--- config.mk ---
export PLATFORM = sky130hd
export DESIGN_NAME = nested_box_safety_zoner_unit
export DESIGN_NICKNAME = d
export VERILOG_FILES = /design/src/rtl/core/nbsz_pkg.sv /design/src/rtl/core/nbsz_box_check.sv /design/src/rtl/core/nbsz_level_ctl.sv /design/src/rtl/core/nested_box_safety_zoner_unit.sv
export SDC_FILE = /design/constraint.sdc
export NUM_CORES = 1
export LEC_CHECK = 0
export BUFFER_PORTS_ARGS = -buffer_cell sky130_fd_sc_hd__clkbuf_2
export CAP_MARGIN = 20
export CORE_UTILIZATION = 40
export CTS_CLUSTER_DIAMETER = 150
export CTS_CLUSTER_SIZE = 30
export DETAILED_ROUTE_END_ITERATION = 7
export HOLD_SLACK_MARGIN = 0.12
export PLACE_DENSITY = 0.66
export SLEW_MARGIN = 10
export SYNTH_ARGS = -nofsm -noshare
export SYNTH_HDL_FRONTEND = slang
export SYNTH_SLANG_ARGS = --single-unit
export TNS_END_PERCENT = 50
--- constraint.sdc ---
create_clock -name clk -period 7.6 [get_ports clk]
set_clock_uncertainty 0.2 [all_clocks]
set_input_delay 0.38 -clock clk [delete_from_list [all_inputs] [get_ports clk]]
set_output_delay 0.38 -clock clk [all_outputs]
set_load 0.005 [all_outputs]
--- src/rtl/core/nbsz_pkg.sv ---
// Shared constants, codes and types for the nested box safety zoner.
`timescale 1ns / 1ps

package nbsz_pkg;

	// Point coordinate width (signed, mm)
	localparam int COORD_BITS = 16;

	// Configuration field widths
	localparam int EXT_W    = 15;
	localparam int MARGIN_W = 32;
	localparam int MHALF_W  = MARGIN_W / 2;
	localparam int HOLD_W   = 16;
	localparam int CALM_W   = 17;

	// Compare width: holds a coordinate and -(extent + margin) with sign
	localparam int CMP_W = ((COORD_BITS > MHALF_W + 1) ? COORD_BITS : MHALF_W + 1) + 2;

	// Stream widths
	localparam int IN_DATA_W  = ((2 * COORD_BITS + 7) / 8) * 8;
	localparam int OUT_DATA_W = 8;

	// Configuration port widths
	localparam int CFG_IDX_W  = 3;
	localparam int CFG_DATA_W = 32;

	// Reset values of the configuration registers
	localparam logic [EXT_W-1:0]    RST_REAR  = EXT_W'(500);
	localparam logic [EXT_W-1:0]    RST_FRONT = EXT_W'(1500);
	localparam logic [EXT_W-1:0]    RST_HALF  = EXT_W'(400);
	localparam logic [HOLD_W-1:0]   RST_HOLD  = HOLD_W'(5);

	// Zone and safety level share one ordering: none/safe < slow < creep < stop
	typedef enum logic [1:0] {
		ZONE_NONE  = 2'd0,
		ZONE_SLOW  = 2'd1,
		ZONE_CREEP = 2'd2,
		ZONE_STOP  = 2'd3
	} zone_t;

	// Configuration register indexes
	typedef enum logic [CFG_IDX_W-1:0] {
		REG_REAR_EXTENT   = 3'd0,
		REG_FRONT_EXTENT  = 3'd1,
		REG_HALF_WIDTH    = 3'd2,
		REG_STOP_MARGINS  = 3'd3,
		REG_CREEP_MARGINS = 3'd4,
		REG_SLOW_MARGINS  = 3'd5,
		REG_HOLD_COUNT    = 3'd6
	} cfg_reg_t;

	// Vehicle geometry shared by the box checks
	typedef struct packed {
		logic [EXT_W-1:0] rear;
		logic [EXT_W-1:0] front;
		logic [EXT_W-1:0] half;
	} geom_t;

	// Item flags handed to the level controller
	typedef struct packed {
		logic has_point;
		logic last;
	} item_flags_t;

	// One result beat
	typedef struct packed {
		zone_t zone;
		zone_t level;
	} result_t;

endpackage

--- src/rtl/core/nbsz_box_check.sv ---
// Inclusive point-in-box test for one grown vehicle rectangle.
`timescale 1ns / 1ps

module nbsz_box_check (
	input  logic signed [nbsz_pkg::CMP_W-1:0]   x,
	input  logic signed [nbsz_pkg::CMP_W-1:0]   y,
	input  nbsz_pkg::geom_t                     geom,
	input  logic        [nbsz_pkg::MARGIN_W-1:0] margins,
	output logic                                hit
);

	logic signed [nbsz_pkg::CMP_W-1:0] mx, my;
	logic signed [nbsz_pkg::CMP_W-1:0] rear_e, front_e, half_e;
	logic signed [nbsz_pkg::CMP_W-1:0] xlo, xhi, ylo, yhi;

	// zero-extend unsigned fields into the signed compare width
	assign mx      = signed'(nbsz_pkg::CMP_W'(margins[nbsz_pkg::MHALF_W-1:0]));
	assign my      = signed'(nbsz_pkg::CMP_W'(margins[nbsz_pkg::MARGIN_W-1:nbsz_pkg::MHALF_W]));
	assign rear_e  = signed'(nbsz_pkg::CMP_W'(geom.rear));
	assign front_e = signed'(nbsz_pkg::CMP_W'(geom.front));
	assign half_e  = signed'(nbsz_pkg::CMP_W'(geom.half));

	// box bounds
	assign xlo = -(rear_e + mx);
	assign xhi = front_e + mx;
	assign ylo = -(half_e + my);
	assign yhi = half_e + my;

	assign hit = (x >= xlo) && (x <= xhi) && (y >= ylo) && (y <= yhi);

endmodule

--- src/rtl/core/nbsz_level_ctl.sv ---
// Per-scan zone latch and safety level hysteresis.
`timescale 1ns / 1ps

module nbsz_level_ctl (
	input  logic                              clk,
	input  logic                              arst_n,
	input  logic                              advance,
	input  nbsz_pkg::item_flags_t             flags,
	input  nbsz_pkg::zone_t                   hit_zone,
	input  logic [nbsz_pkg::HOLD_W-1:0]       hold_count,
	output nbsz_pkg::result_t                 result
);

	nbsz_pkg::zone_t                   level_q, pending_q;
	logic                              decided_q;
	logic [nbsz_pkg::CALM_W-1:0]       calm_q;

	logic                              hit;
	logic                              decided_n;
	nbsz_pkg::zone_t                   pending_n;
	nbsz_pkg::zone_t                   req;
	logic                              do_req;
	nbsz_pkg::zone_t                   level_n;
	logic [nbsz_pkg::CALM_W-1:0]       calm_n;
	logic [nbsz_pkg::CALM_W-1:0]       calm_inc;

	// first box hit of the scan wins
	assign hit       = flags.has_point && !decided_q && (hit_zone != nbsz_pkg::ZONE_NONE);
	assign decided_n = decided_q || hit;
	assign pending_n = hit ? hit_zone : pending_q;

	// request at end of scan; a clear scan requests safe only when not safe
	assign req      = decided_n ? pending_n : nbsz_pkg::ZONE_NONE;
	assign do_req   = decided_n || (level_q != nbsz_pkg::ZONE_NONE);
	assign calm_inc = calm_q + nbsz_pkg::CALM_W'(1);

	always_comb begin
		level_n = level_q;
		calm_n  = calm_q;
		if (do_req) begin
			if (req > level_q) begin
				level_n = req;
				calm_n  = '0;
			end else if (req < level_q) begin
				if (calm_inc > nbsz_pkg::CALM_W'(hold_count)) begin
					level_n = nbsz_pkg::zone_t'(level_q - 2'd1);
					calm_n  = '0;
				end else begin
					calm_n = calm_inc;
				end
			end else begin
				calm_n = '0;
			end
		end
	end

	assign result.level = level_n;
	assign result.zone  = req;

	// state update on each item leaving the input register
	always_ff @(posedge clk or negedge arst_n) begin
		if (!arst_n) begin
			level_q   <= nbsz_pkg::ZONE_STOP;
			calm_q    <= '0;
			decided_q <= 1'b0;
			pending_q <= nbsz_pkg::ZONE_NONE;
		end else if (advance) begin
			if (flags.last) begin
				level_q   <= level_n;
				calm_q    <= calm_n;
				decided_q <= 1'b0;
				pending_q <= nbsz_pkg::ZONE_NONE;
			end else begin
				decided_q <= decided_n;
				pending_q <= pending_n;
			end
		end
	end

endmodule

--- src/rtl/core/nested_box_safety_zoner_unit.sv ---
// Top level of the nested box safety zoner: config, input register, result register.
//
//  channel  | dir | beat contents
//  ---------+-----+-----------------------------------------------------------
//  s_axis   | in  | tdata: point_x, point_y; tuser: has_point; tlast: last_of_scan
//  m_axis   | out | tdata: vehicle_level, scan_zone; one beat per scan end
//  cfg      | in  | cfg_index selects register, cfg_data is the value
//
//  One point per cycle: an input register feeds three box compares and the
//  level update, whose scan-end result is written into the result register.
//  Reset clears the level to stop, the calm counter and the scan latch, and
//  loads the default geometry. cfg_ready is always high.
//  A scan-ending beat in the input register waits only while the result slot
//  is full and m_axis_tready is low; s_axis_tready is low for those cycles.
`timescale 1ns / 1ps

module nested_box_safety_zoner_unit (
	input  logic                                clk,
	input  logic                                arst_n,
	input  logic                                s_axis_tvalid,
	output logic                                s_axis_tready,
	input  logic [nbsz_pkg::IN_DATA_W-1:0]      s_axis_tdata,   // point_x, point_y
	input  logic                                s_axis_tuser,   // has_point
	input  logic                                s_axis_tlast,   // last_of_scan
	output logic                                m_axis_tvalid,
	input  logic                                m_axis_tready,
	output logic [nbsz_pkg::OUT_DATA_W-1:0]     m_axis_tdata,   // vehicle_level, scan_zone, pad
	input  logic                                cfg_valid,
	output logic                                cfg_ready,
	input  logic [nbsz_pkg::CFG_IDX_W-1:0]      cfg_index,
	input  logic [nbsz_pkg::CFG_DATA_W-1:0]     cfg_data
);

	// configuration registers
	nbsz_pkg::geom_t                    geom_q;
	logic [nbsz_pkg::MARGIN_W-1:0]      stop_m_q, creep_m_q, slow_m_q;
	logic [nbsz_pkg::HOLD_W-1:0]        hold_q;

	// input register
	logic                               valid_s1;
	logic signed [nbsz_pkg::COORD_BITS-1:0] x_s1, y_s1;
	nbsz_pkg::item_flags_t              flags_s1;

	// result register
	logic                               out_valid_q;
	nbsz_pkg::result_t                  out_q;

	logic                               advance;
	logic signed [nbsz_pkg::CMP_W-1:0]  x_ext, y_ext;
	logic                               hit_stop, hit_creep, hit_slow;
	nbsz_pkg::zone_t                    hit_zone;
	nbsz_pkg::result_t                  result;

	assign cfg_ready = 1'b1;

	// register writes; unknown indexes are dropped
	always_ff @(posedge clk or negedge arst_n) begin
		if (!arst_n) begin
			geom_q.rear  <= nbsz_pkg::RST_REAR;
			geom_q.front <= nbsz_pkg::RST_FRONT;
			geom_q.half  <= nbsz_pkg::RST_HALF;
			stop_m_q     <= '0;
			creep_m_q    <= '0;
			slow_m_q     <= '0;
			hold_q       <= nbsz_pkg::RST_HOLD;
		end else if (cfg_valid) begin
			case (nbsz_pkg::cfg_reg_t'(cfg_index))
				nbsz_pkg::REG_REAR_EXTENT:   geom_q.rear  <= cfg_data[nbsz_pkg::EXT_W-1:0];
				nbsz_pkg::REG_FRONT_EXTENT:  geom_q.front <= cfg_data[nbsz_pkg::EXT_W-1:0];
				nbsz_pkg::REG_HALF_WIDTH:    geom_q.half  <= cfg_data[nbsz_pkg::EXT_W-1:0];
				nbsz_pkg::REG_STOP_MARGINS:  stop_m_q     <= cfg_data[nbsz_pkg::MARGIN_W-1:0];
				nbsz_pkg::REG_CREEP_MARGINS: creep_m_q    <= cfg_data[nbsz_pkg::MARGIN_W-1:0];
				nbsz_pkg::REG_SLOW_MARGINS:  slow_m_q     <= cfg_data[nbsz_pkg::MARGIN_W-1:0];
				nbsz_pkg::REG_HOLD_COUNT:    hold_q       <= cfg_data[nbsz_pkg::HOLD_W-1:0];
				default: ;
			endcase
		end
	end

	// stage 1 moves on unless it ends a scan and the result slot is full with m_axis_tready low
	assign advance       = valid_s1 && (!flags_s1.last || !out_valid_q || m_axis_tready);
	assign s_axis_tready = !valid_s1 || advance;

	always_ff @(posedge clk or negedge arst_n) begin
		if (!arst_n) begin
			valid_s1 <= 1'b0;
		end else if (s_axis_tready) begin
			valid_s1 <= s_axis_tvalid;
		end
	end

	always_ff @(posedge clk) begin
		if (s_axis_tready && s_axis_tvalid) begin
			x_s1               <= signed'(s_axis_tdata[nbsz_pkg::COORD_BITS-1:0]);
			y_s1               <= signed'(s_axis_tdata[2*nbsz_pkg::COORD_BITS-1:nbsz_pkg::COORD_BITS]);
			flags_s1.has_point <= s_axis_tuser;
			flags_s1.last      <= s_axis_tlast;
		end
	end

	// box compares, stop first
	assign x_ext = nbsz_pkg::CMP_W'(x_s1);
	assign y_ext = nbsz_pkg::CMP_W'(y_s1);

	nbsz_box_check u_stop (
		.x(x_ext), .y(y_ext), .geom(geom_q), .margins(stop_m_q), .hit(hit_stop)
	);
	nbsz_box_check u_creep (
		.x(x_ext), .y(y_ext), .geom(geom_q), .margins(creep_m_q), .hit(hit_creep)
	);
	nbsz_box_check u_slow (
		.x(x_ext), .y(y_ext), .geom(geom_q), .margins(slow_m_q), .hit(hit_slow)
	);

	always_comb begin
		if (hit_stop)       hit_zone = nbsz_pkg::ZONE_STOP;
		else if (hit_creep) hit_zone = nbsz_pkg::ZONE_CREEP;
		else if (hit_slow)  hit_zone = nbsz_pkg::ZONE_SLOW;
		else                hit_zone = nbsz_pkg::ZONE_NONE;
	end

	nbsz_level_ctl u_level (
		.clk        (clk),
		.arst_n     (arst_n),
		.advance    (advance),
		.flags      (flags_s1),
		.hit_zone   (hit_zone),
		.hold_count (hold_q),
		.result     (result)
	);

	// result register
	always_ff @(posedge clk or negedge arst_n) begin
		if (!arst_n) begin
			out_valid_q <= 1'b0;
		end else if (advance && flags_s1.last) begin
			out_valid_q <= 1'b1;
		end else if (m_axis_tready) begin
			out_valid_q <= 1'b0;
		end
	end

	always_ff @(posedge clk) begin
		if (advance && flags_s1.last) begin
			out_q <= result;
		end
	end

	assign m_axis_tvalid = out_valid_q;
	assign m_axis_tdata  = nbsz_pkg::OUT_DATA_W'({out_q.zone, out_q.level});

endmodule

# ---- Word level (Yosys, flattened, before mapping)
# Cells that the tools add are included.
dict set report op_classes {
  n_lt_le_gt_ge 15
  add_sub_neg 17
  reduce_logical 36
  n_eq_ne 6
  muxes 16
}
# op n
set ops {}
lappend ops {{15-bit by 16-bit adder with 17-bit output} 9}
lappend ops {{16-bit by 19-bit >= comparator with 1-bit output} 6}
lappend ops {{19-bit negation} 6}
lappend ops {{16-bit by 18-bit less-or-equal comparator with 1-bit output} 6}
lappend ops {{17-bit two-way mux} 3}
lappend ops {{2-bit two-way mux} 9}
lappend ops {{17-bit by 1-bit adder with 17-bit output (second input constant)} 1}
lappend ops {{17-bit by 16-bit > comparator with 1-bit output} 1}
lappend ops {{2-bit AND reduction} 8}
lappend ops {{1-bit logical AND} 14}
lappend ops {{3-bit equality test (second input constant)} 3}
lappend ops {{3-bit by 2-bit equality test with 1-bit output (second input constant)} 2}
lappend ops {{2-bit nonzero test} 3}
lappend ops {{1-bit logical OR} 5}
lappend ops {{1-bit zero test} 4}
lappend ops {{1-bit two-way mux} 4}
lappend ops {{3-bit by 1-bit equality test with 1-bit output (second input constant)} 1}
lappend ops {{3-bit zero test} 1}
lappend ops {{3-bit AND reduction} 1}
lappend ops {{2-bit > comparator} 1}
lappend ops {{2-bit less-than comparator} 1}
lappend ops {{2-bit by 1-bit subtractor with 2-bit output (second input constant)} 1}
dict set report word_totals {
  wordCells 109
  register_bits 219
  out_inout_bits 11
}

# ---- Logic depth before layout (Yosys ltp)
# Gate-level depths: netlist (run 1).
dict set report depth {
  depth_word 17
  ltp_mapped 29
}

# ---- By module
# From an unflattened synthesis (run 1), not the netlist that was laid out.
dict set report hier_totals {
  cells_unflattened 2286
  hier_area_um2 22211.3
}
# mod area_each_um2 cells_per_inst n_inst
set modules_own_cells {}
lappend modules_own_cells {{nbsz_box_check at u_slow ...} 4225.3 535 2}
lappend modules_own_cells {nested_box_safety_zoner_unit 7324.5 399 1}
lappend modules_own_cells {{nbsz_box_check at u_creep} 4529.3 580 1}
lappend modules_own_cells {nbsz_level_ctl 1906.8 237 1}

# ---- Least setup slack after synthesis (run 1)
# OpenSTA, ideal clock, no wires.
dict set report synth_timing {
  path_type {register to register}
  from {register geom_q[32] (netlist name)}
  to {register out_q, in the netlist m_axis_tdata[0] (data pin)}
  path_buffers 0
  t_arrival_ps 5997
  stages_incl_launch_ff 25
  period_less_slack_ps 6472
  slack_ps 1128
  setup_time_ps 275
  cell_sequence {dfstp_2 ha_1 nor2b_1 o31a_1 o221a_2 o31a_1 o41a_1 and4b_1 a2111oi_0 nand3b_1 xnor2_1 ha_1 and4_1 nand3_1 or2_2 a31o_2 a211oi_1 nand2_1 nand3_1 ha_1 a21oi_1 a21boi_0 nor2_1 a21oi_1 o221ai_1}
}
# item line
set synth_rtl {}
lappend synth_rtl {{start, declared} nested_box_safety_zoner_unit.sv:35} ;# nbsz_pkg::geom_t geom_q;
lappend synth_rtl {{end signal, assigned} nested_box_safety_zoner_unit.sv:145} ;# out_q <= result;
lappend synth_rtl {{end, declared} nested_box_safety_zoner_unit.sv:46} ;# nbsz_pkg::result_t out_q;

==> results of run 1 <==
==> area by class of cell <==
cell class                      instances  area (um^2)
Fill cell                            5020        28900
Multi-Input combinational cell       1901        15300
Sequential cell                       219         5700
Timing Repair Buffer                  156         1130
Tap cell                              688          861
Inverter                              126          473
Clock buffer                           16          337
Clock inverter                          4         87.6
==> registers in the layout, indices dropped and copies added, names as in the netlist <==
name,cells
flags_s1,2
u_level.decided_q,1
u_level.pending_q,2
u_level.calm_q,17
hold_q,16
m_axis_tdata,4
slow_m_q,32
m_axis_tvalid,1
creep_m_q,32
x_s1,16
geom_q,45
y_s1,16
u_level.level_q,2
valid_s1,1
stop_m_q,32
==> stage by stage <==
| stage | setup TNS (ns) | util (%) |
|---|---|---|
| floorplan | 0 | - |
| detailed placement | -0.238 | 43.2 |
| finish | 0 | 45.2 |
| global placement | -0.00319 | 43.2 |
| global route | 0 | 45.2 |
| CTS | 0 | 45.1 |
==> critical path: cells and delay by family (launching register included) <==
| kind | cells | cell delay [ns] |
|---|---|---|
| and+or+nand+nor | 8 | 1.73 |
| DFF | 1 | 0.44 |
| muxes | 1 | 0.41 |
| adders and majority gates | 4 | 1.15 |
| buffers and inverters | 3 | 0.30 |
| AOI/OAI and AO/OA | 11 | 2.33 |
| xor gates and xnor gates | 1 | 0.28 |
==> power breakdown <==
| group | total, uW | switching (uW) | internal [uW] | leakage, uW |
|---|---|---|---|---|
| clock | 828 | 461 | 367 | 0.000202 |
| combinational | 5870 | 3330 | 2550 | 0.00799 |
| sequential | 1740 | 285 | 1460 | 0.00254 |
==> per-layer routing <==
| layer | vias up | GRT usage [%] | routed length, um |
|---|---|---|---|
| met4 | 2 | 8.12 | 2220 |
| met3 | 97 | 1.56 | 2180 |
| met5 | - | 0 | 12 |
| li1 | 8786 | - | - |
| met2 | 428 | 37.0 | 28300 |
| met1 | 8651 | 31.1 | 29100 |
==> worst max path at each step <==
stage	slack (ns)	to	depth (start not counted)	startpoint
after detailed placement	-0.11	m_axis_tdata[0]	28	geom_q[0]
final	0.46	m_axis_tdata[0]	28	geom_q[0]
after global placement	-0.003	m_axis_tdata[0]	28	geom_q[0]
after floorplan	1.13	m_axis_tdata[0]	24	geom_q[32]
after global routing	0.006	m_axis_tdata[0]	29	geom_q[0]
after CTS	0.003	m_axis_tdata[0]	29	geom_q[0]
==> cells by family (layout without fill, tap and decap cells) <==
kind of cell / after synthesis / in the layout / share of synthesized area [%]
other: 2 / 5 / 0.0349
buffers and inverters: 154 / 302 / 2.81
flip-flops: 219 / 219 / 26.5
AND/OR/NAND/NOR: 599 / 599 / 14.6
adder cells (fa/ha/maj): 377 / 377 / 22.2
AO/OA/AOI/OAI: 560 / 560 / 17.3
XOR/XNOR: 197 / 197 / 8.02
multiplexers: 163 / 163 / 8.47
==> synthesized netlist by cell type, types with 38 or more instances <==
cell,number
a21oi_1,160
xor2_1,78
nor2_1,124
a21o_1,56
dfrtp_1,161
mux2_2,152
ha_1,368
nand3_1,65
inv_1,125
nand2_1,115
edfxtp_1,38
nor3_1,53
nand4_1,38
xnor2_1,119
o21ai_0,106
==> timing repair <==
action	in CTS	in global routing
hold buffers	60	0
endpoints found under the hold margin	171	0
pin swaps	0	0
setup endpoints to repair	7	20
gates resized for setup	1	13
==> impl_metrics.py, run 1 <==
metrics = {
    "die": {
        "die_area_um2": 54700,
        "die_w_um": 234,
        "coreArea_um2": 52900,
        "num_rows": 84,
        "initial_core_util_pct": 40.7,
        "num_io_pins": 85,
        "die_h_um": 234,
    },
    "global_route": {
        "grt_antenna_before_repair": 3,
        "grt_first_pass_wirelength_mm": 96.3,
        "grt_pass1_vias": 17176,
        "grt_overflow": 0,
        "grt_start_max_net_pins": 69,
        "grt_use_total_pct": 22.6,
    },
    "route": {
        "ant_nets": 0,
        "drtIter0Drc": 1171,
        "post_drt_wl_per_cell_um": 19.9,
        "vias": 17964,
        "drc": 4,
        "firstDrtPassIters": 7,
        "via_per_inst": 5.78,
        "wirelength_mm": 61.8,
    },
    "placed_design": {
        "port_buffers": 79,
        "place_congestion": 0.968,
        "detailed_place_hpwl_mm": 49.4,
        "placed_area_um2": 22800,
        "placed_cells": 3030,
        "dp_slack_ns": -0.108,
    },
    "logic_synthesis": {
        "ys_seq_area_share_pct": 26.5,
        "synthCells": 2271,
        "synthFlopType": "dfrtp_1",
        "syn_area_per_cell_um2": 9.48,
        "syn-cell-area_um2": 21500,
        "synth_warnings": 0,
        "yosys-top-cells-area": "ha_1 21%, dfrtp_1 19%, mux2_2 8.0%",
        "synthArstFlopShare_pct": 82.6,
        "synth.ff_latch_count": 219,
        "yosysTopAreaCell": "ha_1",
        "synth_cell_types": 88,
        "synth_top_area_share_pct": 21.4,
        "synth-edff-count": 38,
    },
    "sta": {
        "slew_violations": 0,
        "fmax_mhz": 140,
        "whs_ns": 0.136,
        "worst_pin_slew_ns": 1.14,
        "period_needed_ns": 7.14,
        "relSlewSlack_pct": 23.7,
        "rsz0062_at_grt": "false",
        "worst_slack_ns": 0.462,
        "finalHoldViolations": 0,
        "setup_violations": 0,
        "fin_crit_sh_pct": 93.9,
    },
    "min_path": {
        "holdPathStages": 2,
        "min_to": "slow_m_q[7]",
        "hp-class": "primary input to register",
        "holdCritStartpoint": "cfg_data[7]",
    },
    "critical_path": {
        "crit_fanout": 5,
        "reg2regPathDepth": 28,
        "r2r_end": "m_axis_tdata[0]",
        "worstReg2RegStart": "geom_q[0]",
        "end_kind": "register",
        "critical_path_class": "register to register",
        "worstSetupStartpointType": "register",
        "crit_required_ns": 7.65,
        "cpMostUsedCell": "a21oi_1",
        "critPathMaxStageDelay_ns": 0.56,
        "rrSetupSlack_ns": 0.46,
        "worst_path_max_delay_cell": "or4_1",
        "cp.arrival_ns": 7.19,
    },
    "cells_and_area": {
        "drive_gt1_share_pct": 13.4,
        "antenna_cells": 0,
        "layout_common_cells": "368 x ha_1, 161 x dfrtp_1, 159 x a21oi_1",
        "layout.cells.non_filler": 3110,
        "final_area_um2": 23900,
        "fin_nets": 2867,
        "final_common_cell": "ha_1",
        "syn_to_final_growth_pct": 11.1,
    },
    "cts": {
        "clock-sinks": 219,
        "clk_pin_slew_ns": 0.13,
        "cts-root-buf": "clkbuf_16",
        "clk_path_buf_depth": 3,
        "htree_levels": 1,
        "clk_latency_ns": 0.53,
        "cts_setup_buffers": 0,
        "cts_tree": "done",
        "cts_made_buffers": 12,
    },
    "power": {
        "power.total_uw": 8440,
        "power_density_nw_per_um2": 353,
        "leakage_uw": 0.0107,
        "ir_worst_vdd_mv": 0.147,
    },
    "run_status": {
        "violations": "DRC",
        "status": "finished with violations",
    },
    "job": {
        "max-cap-violations": 0,
    },
}
Note: power is estimated with default switching activity, not from simulation.
==> inputs of run 2 (changes only) <==
--- a/config.mk
+++ b/config.mk
@@ -7,12 +7,13 @@
 export LEC_CHECK = 0
 export BUFFER_PORTS_ARGS = -buffer_cell sky130_fd_sc_hd__clkbuf_2
 export CAP_MARGIN = 20
-export CORE_UTILIZATION = 40
+export CORE_MARGIN = 3
+export CORE_UTILIZATION = 53
 export CTS_CLUSTER_DIAMETER = 150
 export CTS_CLUSTER_SIZE = 30
 export DETAILED_ROUTE_END_ITERATION = 7
 export HOLD_SLACK_MARGIN = 0.12
-export PLACE_DENSITY = 0.66
+export PLACE_DENSITY = 0.8
 export SLEW_MARGIN = 10
 export SYNTH_ARGS = -nofsm -noshare
 export SYNTH_HDL_FRONTEND = slang
==> run 2 against run 1 <==
Compared with the run above: the flow now finishes without violations; register-to-register slack lost 0.16 ns; sequential cell count is the same; sequential share of layout area grew 0.27 points; sequential power is essentially flat.
==> impl_metrics.py, run 2 (same netlist as run 1, synthesis figures left out) <==
metrics = {
    "run_status": {
        "status": "completed",
    },
    "power": {
        "leakage_uw": 0.0107,
        "power.total_uw": 8430,
        "power_density_nw_per_um2": 356,
        "ir_worst_vdd_mv": 0.167,
    },
    "critical_path": {
        "critPathLaunch": "geom_q[30]",
        "crit_fanout": 9,
        "worstReg2RegStart": "geom_q[30]",
        "worstSetupStartpointType": "register",
        "critical_path_class": "register to register",
        "end_kind": "register",
        "crit_required_ns": 7.81,
        "cp.arrival_ns": 7.50,
    },
    "cells_and_area": {
        "largest_register_ffs": 45,
        "final_area_um2": 23600,
        "fin_nets": 2868,
        "syn_to_final_growth_pct": 9.87,
        "layout_common_cells": "368 x ha_1, 161 x dfrtp_1, 159 x a21oi_1",
        "antenna_cells": 0,
        "drive_gt1_share_pct": 13.4,
        "regMostFlops": "geom_q",
        "final_common_cell": "ha_1",
    },
    "die": {
        "die_area_um2": 43100,
        "initial_core_util_pct": 53.9,
        "coreArea_um2": 39900,
        "num_io_pins": 85,
        "num_rows": 73,
        "die_h_um": 208,
        "die_w_um": 208,
    },
    "sta": {
        "fin_tns_setup_ns": 0,
        "worst_pin_slew_ns": 1.11,
        "fin_crit_sh_pct": 96.0,
        "relSlewSlack_pct": 26.2,
        "period_needed_ns": 7.30,
        "slew_violations": 0,
        "worst_slack_ns": 0.305,
        "finalHoldViolations": 0,
        "whs_ns": 0.131,
        "setup_violations": 0,
        "fmax_mhz": 137,
    },
    "global_route": {
        "grt_use_total_pct": 28.2,
        "grt_start_max_net_pins": 74,
        "grt_overflow": 0,
        "grt_first_pass_wirelength_mm": 99.3,
        "grt_antenna_before_repair": 1,
        "grt_pass1_vias": 18276,
    },
    "placed_design": {
        "dp_slack_ns": -0.288,
        "place_congestion": 0.962,
        "port_buffers": 79,
        "placed_area_um2": 22600,
        "detailed_place_hpwl_mm": 48.8,
    },
    "cts": {
        "clk_pin_slew_ns": 0.13,
        "clk_path_buf_depth": 3,
        "cts-root-buf": "clkbuf_16",
        "cts_made_buffers": 11,
        "htree_levels": 1,
        "clock-sinks": 219,
        "cts_tree": "done",
        "clk_latency_ns": 0.50,
    },
    "route": {
        "drtIter0Drc": 1503,
        "post_drt_wl_per_cell_um": 21.1,
        "via_per_inst": 6.27,
        "drc": 0,
        "wirelength_mm": 62.1,
        "vias": 18484,
        "ant_nets": 0,
        "firstDrtPassIters": 7,
    },
    "job": {
        "max-cap-violations": 0,
    },
    "min_path": {
        "hp-class": "primary input to register",
        "holdCritStartpoint": "cfg_data[12]",
    },
}
run 2: cell count changes in the layout (fill, tap and decap cells not counted), sizes merged:
| cell | delta |
|---|---|
| clkbuf | -3 |
| buf | +2 |
| bufinv | -1 |
| clkinv | -1 |
| dlymetal6s2s | +1 |
| inv | +1 |
run 2: final cells by class:
cell class              count  area (um^2)
well taps                 525          657
flip-flops and latches    219         5700
fillers                  3369        16300
clock inverters             3         27.5
repair buffers            158         1160
clock buffers              14          287
multi-input cells        1901        15300
inverters                 126          473
run 2: metal layers:
metal / up-vias / track usage, % / wire (um)
met5: - / 0 / 12
met2: 614 / 46.4 / 28400
met4: 2 / 10.3 / 2570
met1: 8939 / 38.0 / 27200
met3: 134 / 3.93 / 3880
li1: 8795 / - / -
run 2: power by group:
group          leakage [uW]  internal (uW)  switching [uW]
sequential          0.00254           1460             282
clock              0.000155            280             430
combinational       0.00802           2570            3410
run 2: timing repair:
action | in CTS | in global routing
gates cloned | 0 | 0
pin swaps | 0 | 1
hold buffers | 60 | 0
setup buffers | 0 | 1
gates resized for setup | 3 | 14
endpoints found under the hold margin | 159 | 0
endpoints found under the setup margin | 20 | 20
run 2: path summary, 6_finish.rpt:
kind	endpoint	slack, ns	cells after the start
setup / recovery	u_level.calm_q[4]	0.30	26
hold / removal	geom_q[42]	0.13	2
setup reg to reg	u_level.calm_q[4]	0.30	26
hold reg to reg	hold_q[5]	0.32	1
max in group asynchronous	creep_m_q[3]	5.64	3
min in group asynchronous	geom_q[1]	0.20	2
run 2: stage by stage:
step | std cells | util, %
floorplan | 2274 | -
global placement | 2866 | 56.7
detailed placement | 2866 | 56.7
CTS | 2943 | 59.0
global route | 2946 | 59.2
finish | 2946 | 59.2
run 2: critical path, cell delays in order, from the launching register on:
cell and delay (ns):
dfrtp_1 0.42, ha_1 0.19, inv_1 0.05, fa_1 0.42, nor2b_1 0.17, o31a_1 0.22
a21oi_1 0.10, or3_1 0.39, or4_1 0.58, or4b_1 0.55, nand3b_1 0.22, xnor2_1 0.17
ha_1 0.32, and4_1 0.20, nand3_1 0.11, or2_2 0.29, a31o_2 0.26, a211oi_2 0.47
buf_4 0.23, nand2_1 0.11, nand3_1 0.13, ha_1 0.25, a21oi_1 0.25, and3_1 0.43
buf_4 0.23, nand2_1 0.06, mux2i_1 0.17
==> inputs of run 3 (changes only) <==
--- a/config.mk
+++ b/config.mk
@@ -5,6 +5,7 @@
 export SDC_FILE = /design/constraint.sdc
 export NUM_CORES = 1
 export LEC_CHECK = 0
+export ABC_AREA = 1
 export BUFFER_PORTS_ARGS = -buffer_cell sky130_fd_sc_hd__clkbuf_2
 export CAP_MARGIN = 20
 export CORE_MARGIN = 3
==> constraint.sdc (replaced) <==
create_clock -name clk -period 6.9 [get_ports clk]
set_clock_uncertainty 0.2 [all_clocks]
set_input_delay 0.345 -clock clk [delete_from_list [all_inputs] [get_ports clk]]
set_output_delay 0.345 -clock clk [all_outputs]
set_load 0.005 [all_outputs]
==> run 3 against run 2 <==
Compared with the run above: critical path depth up 8; worst hold slack better by 0.0020 ns; combinational power down 13%; worst setup slack better by 0.082 ns; wire length grew 4.4%; register-to-register slack better by 0.08 ns; clock-buffer cell count rose by 3; first-iteration DRC count up 17%; fmax rose by 12%; critical endpoint is now m_axis_tdata[1]; largest power group unchanged.
==> impl_metrics.py, run 3 <==
metrics = {
    "logic_synthesis": {
        "synthFlopType": "dfrtp_1",
        "ys_seq_area_share_pct": 25.8,
        "syn_area_per_cell_um2": 7.44,
        "ys_top_cells_by_count": "738 x nand2_1, 368 x ha_1, 364 x inv_1, 253 x o21ai_0, 193 x a21oi_1",
        "synth_top_family_by_area": "simple AND/OR/NAND/NOR gates",
        "synth_xor_area_share_pct": 8.07,
        "yosys.area_share.simple_pct": 23.7,
        "syn-cell-area_um2": 22100,
        "synth-edff-count": 38,
        "synth-compound-area-share_pct": 13.6,
        "synth_mux_area_share_pct": 0,
        "synth.ff_latch_count": 219,
        "yosysTopAreaCell": "ha_1",
        "synthArstFlopShare_pct": 82.6,
        "yosys-top-cells-area": "ha_1 21%, dfrtp_1 18%, nand2_1 13%",
        "synth_top_area_share_pct": 20.8,
        "synth_warnings": 0,
        "synth.most_common_cell": "nand2_1",
        "synthCells": 2973,
        "synth_fa_ha_area_share_pct": 21.6,
        "synth_cell_types": 64,
    },
    "cts": {
        "clk_pin_slew_ns": 0.12,
        "clock-sinks": 219,
        "cts_tree": "done",
        "htree_levels": 1,
        "cts-root-buf": "clkbuf_16",
        "clk_latency_ns": 0.51,
        "clk_path_buf_depth": 3,
        "cts_made_buffers": 12,
    },
    "cells_and_area": {
        "antenna_cells": 0,
        "drive_gt1_share_pct": 7.88,
        "layout.cells.non_filler": 3643,
        "fin_nets": 3556,
        "layout_common_cells": "736 x nand2_1, 368 x ha_1, 363 x inv_1",
        "largest_register_ffs": 45,
        "regMostFlops": "geom_q",
        "syn_to_final_growth_pct": 9.83,
        "final_common_cell": "nand2_1",
        "fill_cells": 3749,
    },
    "critical_path": {
        "r2r_end": "m_axis_tdata[1]",
        "worst_path_max_delay_cell": "dfstp_2",
        "cp.arrival_ns": 6.59,
        "cpMostUsedCell": "nand2_1",
        "end_kind": "register",
        "worstReg2RegStart": "geom_q[32]",
        "worstSetupStartpointType": "register",
        "rrSetupSlack_ns": 0.39,
        "critical_path_class": "register to register",
        "critPathLaunch": "geom_q[32]",
        "critPathMaxStageDelay_ns": 0.60,
        "reg2regPathDepth": 34,
        "crit_required_ns": 6.97,
        "crit_fanout": 4,
    },
    "power": {
        "ir_worst_vdd_mv": 0.189,
        "switching_share_pct": 51.0,
        "seq_power_share_pct": 23.2,
        "power.total_uw": 7910,
        "combPwrFrac_pct": 65.7,
        "power_density_nw_per_um2": 326,
        "p_int_uw": 3880,
        "power.share.clock_pct": 11.1,
        "leakage_uw": 0.0126,
        "p_sw_uw": 4030,
    },
    "die": {
        "num_io_pins": 85,
        "die_area_um2": 44200,
        "coreArea_um2": 41000,
        "num_rows": 74,
        "die_h_um": 210,
        "die_w_um": 210,
        "initial_core_util_pct": 53.9,
    },
    "placed_design": {
        "port_buffers": 79,
        "detailed_place_hpwl_mm": 51.8,
        "place_congestion": 0.990,
        "placed_cells": 3558,
    },
    "global_route": {
        "grt_start_max_net_pins": 77,
        "grt_use_total_pct": 28.9,
        "grt_pass1_vias": 19620,
        "grt_first_pass_wirelength_mm": 103,
        "grt_overflow": 0,
        "grt_antenna_before_repair": 0,
    },
    "min_path": {
        "min_to": "hold_q[15]",
        "hp-class": "primary input to register",
        "holdCritStartpoint": "cfg_data[15]",
        "holdPathStages": 3,
    },
    "route": {
        "drtIter0Drc": 1758,
        "ant_nets": 0,
        "vias": 20559,
        "drc": 0,
        "wirelength_mm": 64.8,
        "via_per_inst": 5.64,
        "post_drt_wl_per_cell_um": 17.8,
        "firstDrtPassIters": 5,
    },
    "sta": {
        "setup_violations": 0,
        "whs_ns": 0.133,
        "worst_pin_slew_ns": 1.11,
        "rsz0062_at_grt": "false",
        "finalHoldViolations": 0,
        "fin_tns_setup_ns": 0,
        "relSlewSlack_pct": 26.1,
        "slew_violations": 0,
        "fmax_mhz": 154,
        "period_needed_ns": 6.51,
        "fin_crit_sh_pct": 94.4,
    },
    "run_status": {
        "status": "completed",
    },
    "job": {
        "max-cap-violations": 0,
    },
}
==> run 3: cell types whose count changed after synthesis, moves of 41 or more <==
cell	before	now
nand2_1	115	738
inv_1	125	364
mux2_2	152	0
o21ai_0	106	253
nand3_1	65	139
nor2_1	124	187
xnor2_1	119	62
a21o_1	56	15
==> run 3: power groups by stage <==
stage	registers [uW]	clock network [uW]	logic [uW]
floorplan	1720	0	3800
global placement	1840	0	4830
detailed placement	1850	0	5020
CTS	1820	897	5080
global route	1850	936	5880
finish	1830	879	5200
==> run 3: logic make-up after synthesis <==
logic type	after synthesis
AO/OA/AOI/OAI	546
XOR/XNOR	189
AND/OR/NAND/NOR	1226
adder cells (fa/ha/maj)	377
buffers and inverters	414
other	2
flip-flops	219
==> run 3: metal layers <==
metal / wire [um] / up-vias / global-route usage [%]
li1: - / 10148 / -
met1: 29300 / 9584 / 40.4
met2: 29000 / 709 / 46.8
met3: 4350 / 118 / 3.80
met4: 2210 / 0 / 9.16
met5: 0 / - / 0
==> run 3: how the worst max path moves through the flow <==
| stage | slack [ns] | endpoint |
|---|---|---|
| after floorplan | 1.06 | m_axis_tdata[1] |
| after global placement | 0.34 | m_axis_tdata[1] |
| after detailed placement | 0.19 | m_axis_tdata[1] |
| after CTS | 0.17 | m_axis_tdata[1] |
| after global routing | 0.005 | m_axis_tdata[1] |
| final | 0.39 | m_axis_tdata[1] |
==> run 3: final cells by class <==
type	instances	area (um^2)	share of cell area, %
clock buffer	17	350	1.44
clock inverter	3	58.8	0.242
inverter	373	1400	5.77
multi-input combinational	2343	15000	61.6
sequential	219	5700	23.5
tap	532	666	2.74
timing repair buffer	156	1140	4.69
==> run 3: what timing repair did <==
item                                   CTS  global route
hold buffers                            64             0
setup endpoints to repair                0            20
resized for setup                        0            29
endpoints found under the hold margin  223             0
setup buffers                            0             1
==> run 3: metrics by stage <==
| step | setup WS (ns) | area (um^2) | util [%] |
|---|---|---|---|
| after floorplan | 1.06 | 22100 | - |
| after global placement | 0.338 | 23100 | 56.3 |
| after detailed placement | 0.192 | 23100 | 56.3 |
| after CTS | 0.174 | 24100 | 58.9 |
| after global routing | 0.00481 | 24300 | 59.2 |
| final | 0.387 | 24300 | 59.2 |
==> run 3: worst max-delay path: cells and delay by family, from the launching register on <==
family          cells  cell delay (ns)
simple gates       22             3.42
buf+inv             2             0.13
fa+ha+maj           3             0.92
xor+xnor            2             0.39
flops               1             0.60
compound gates      5             0.64
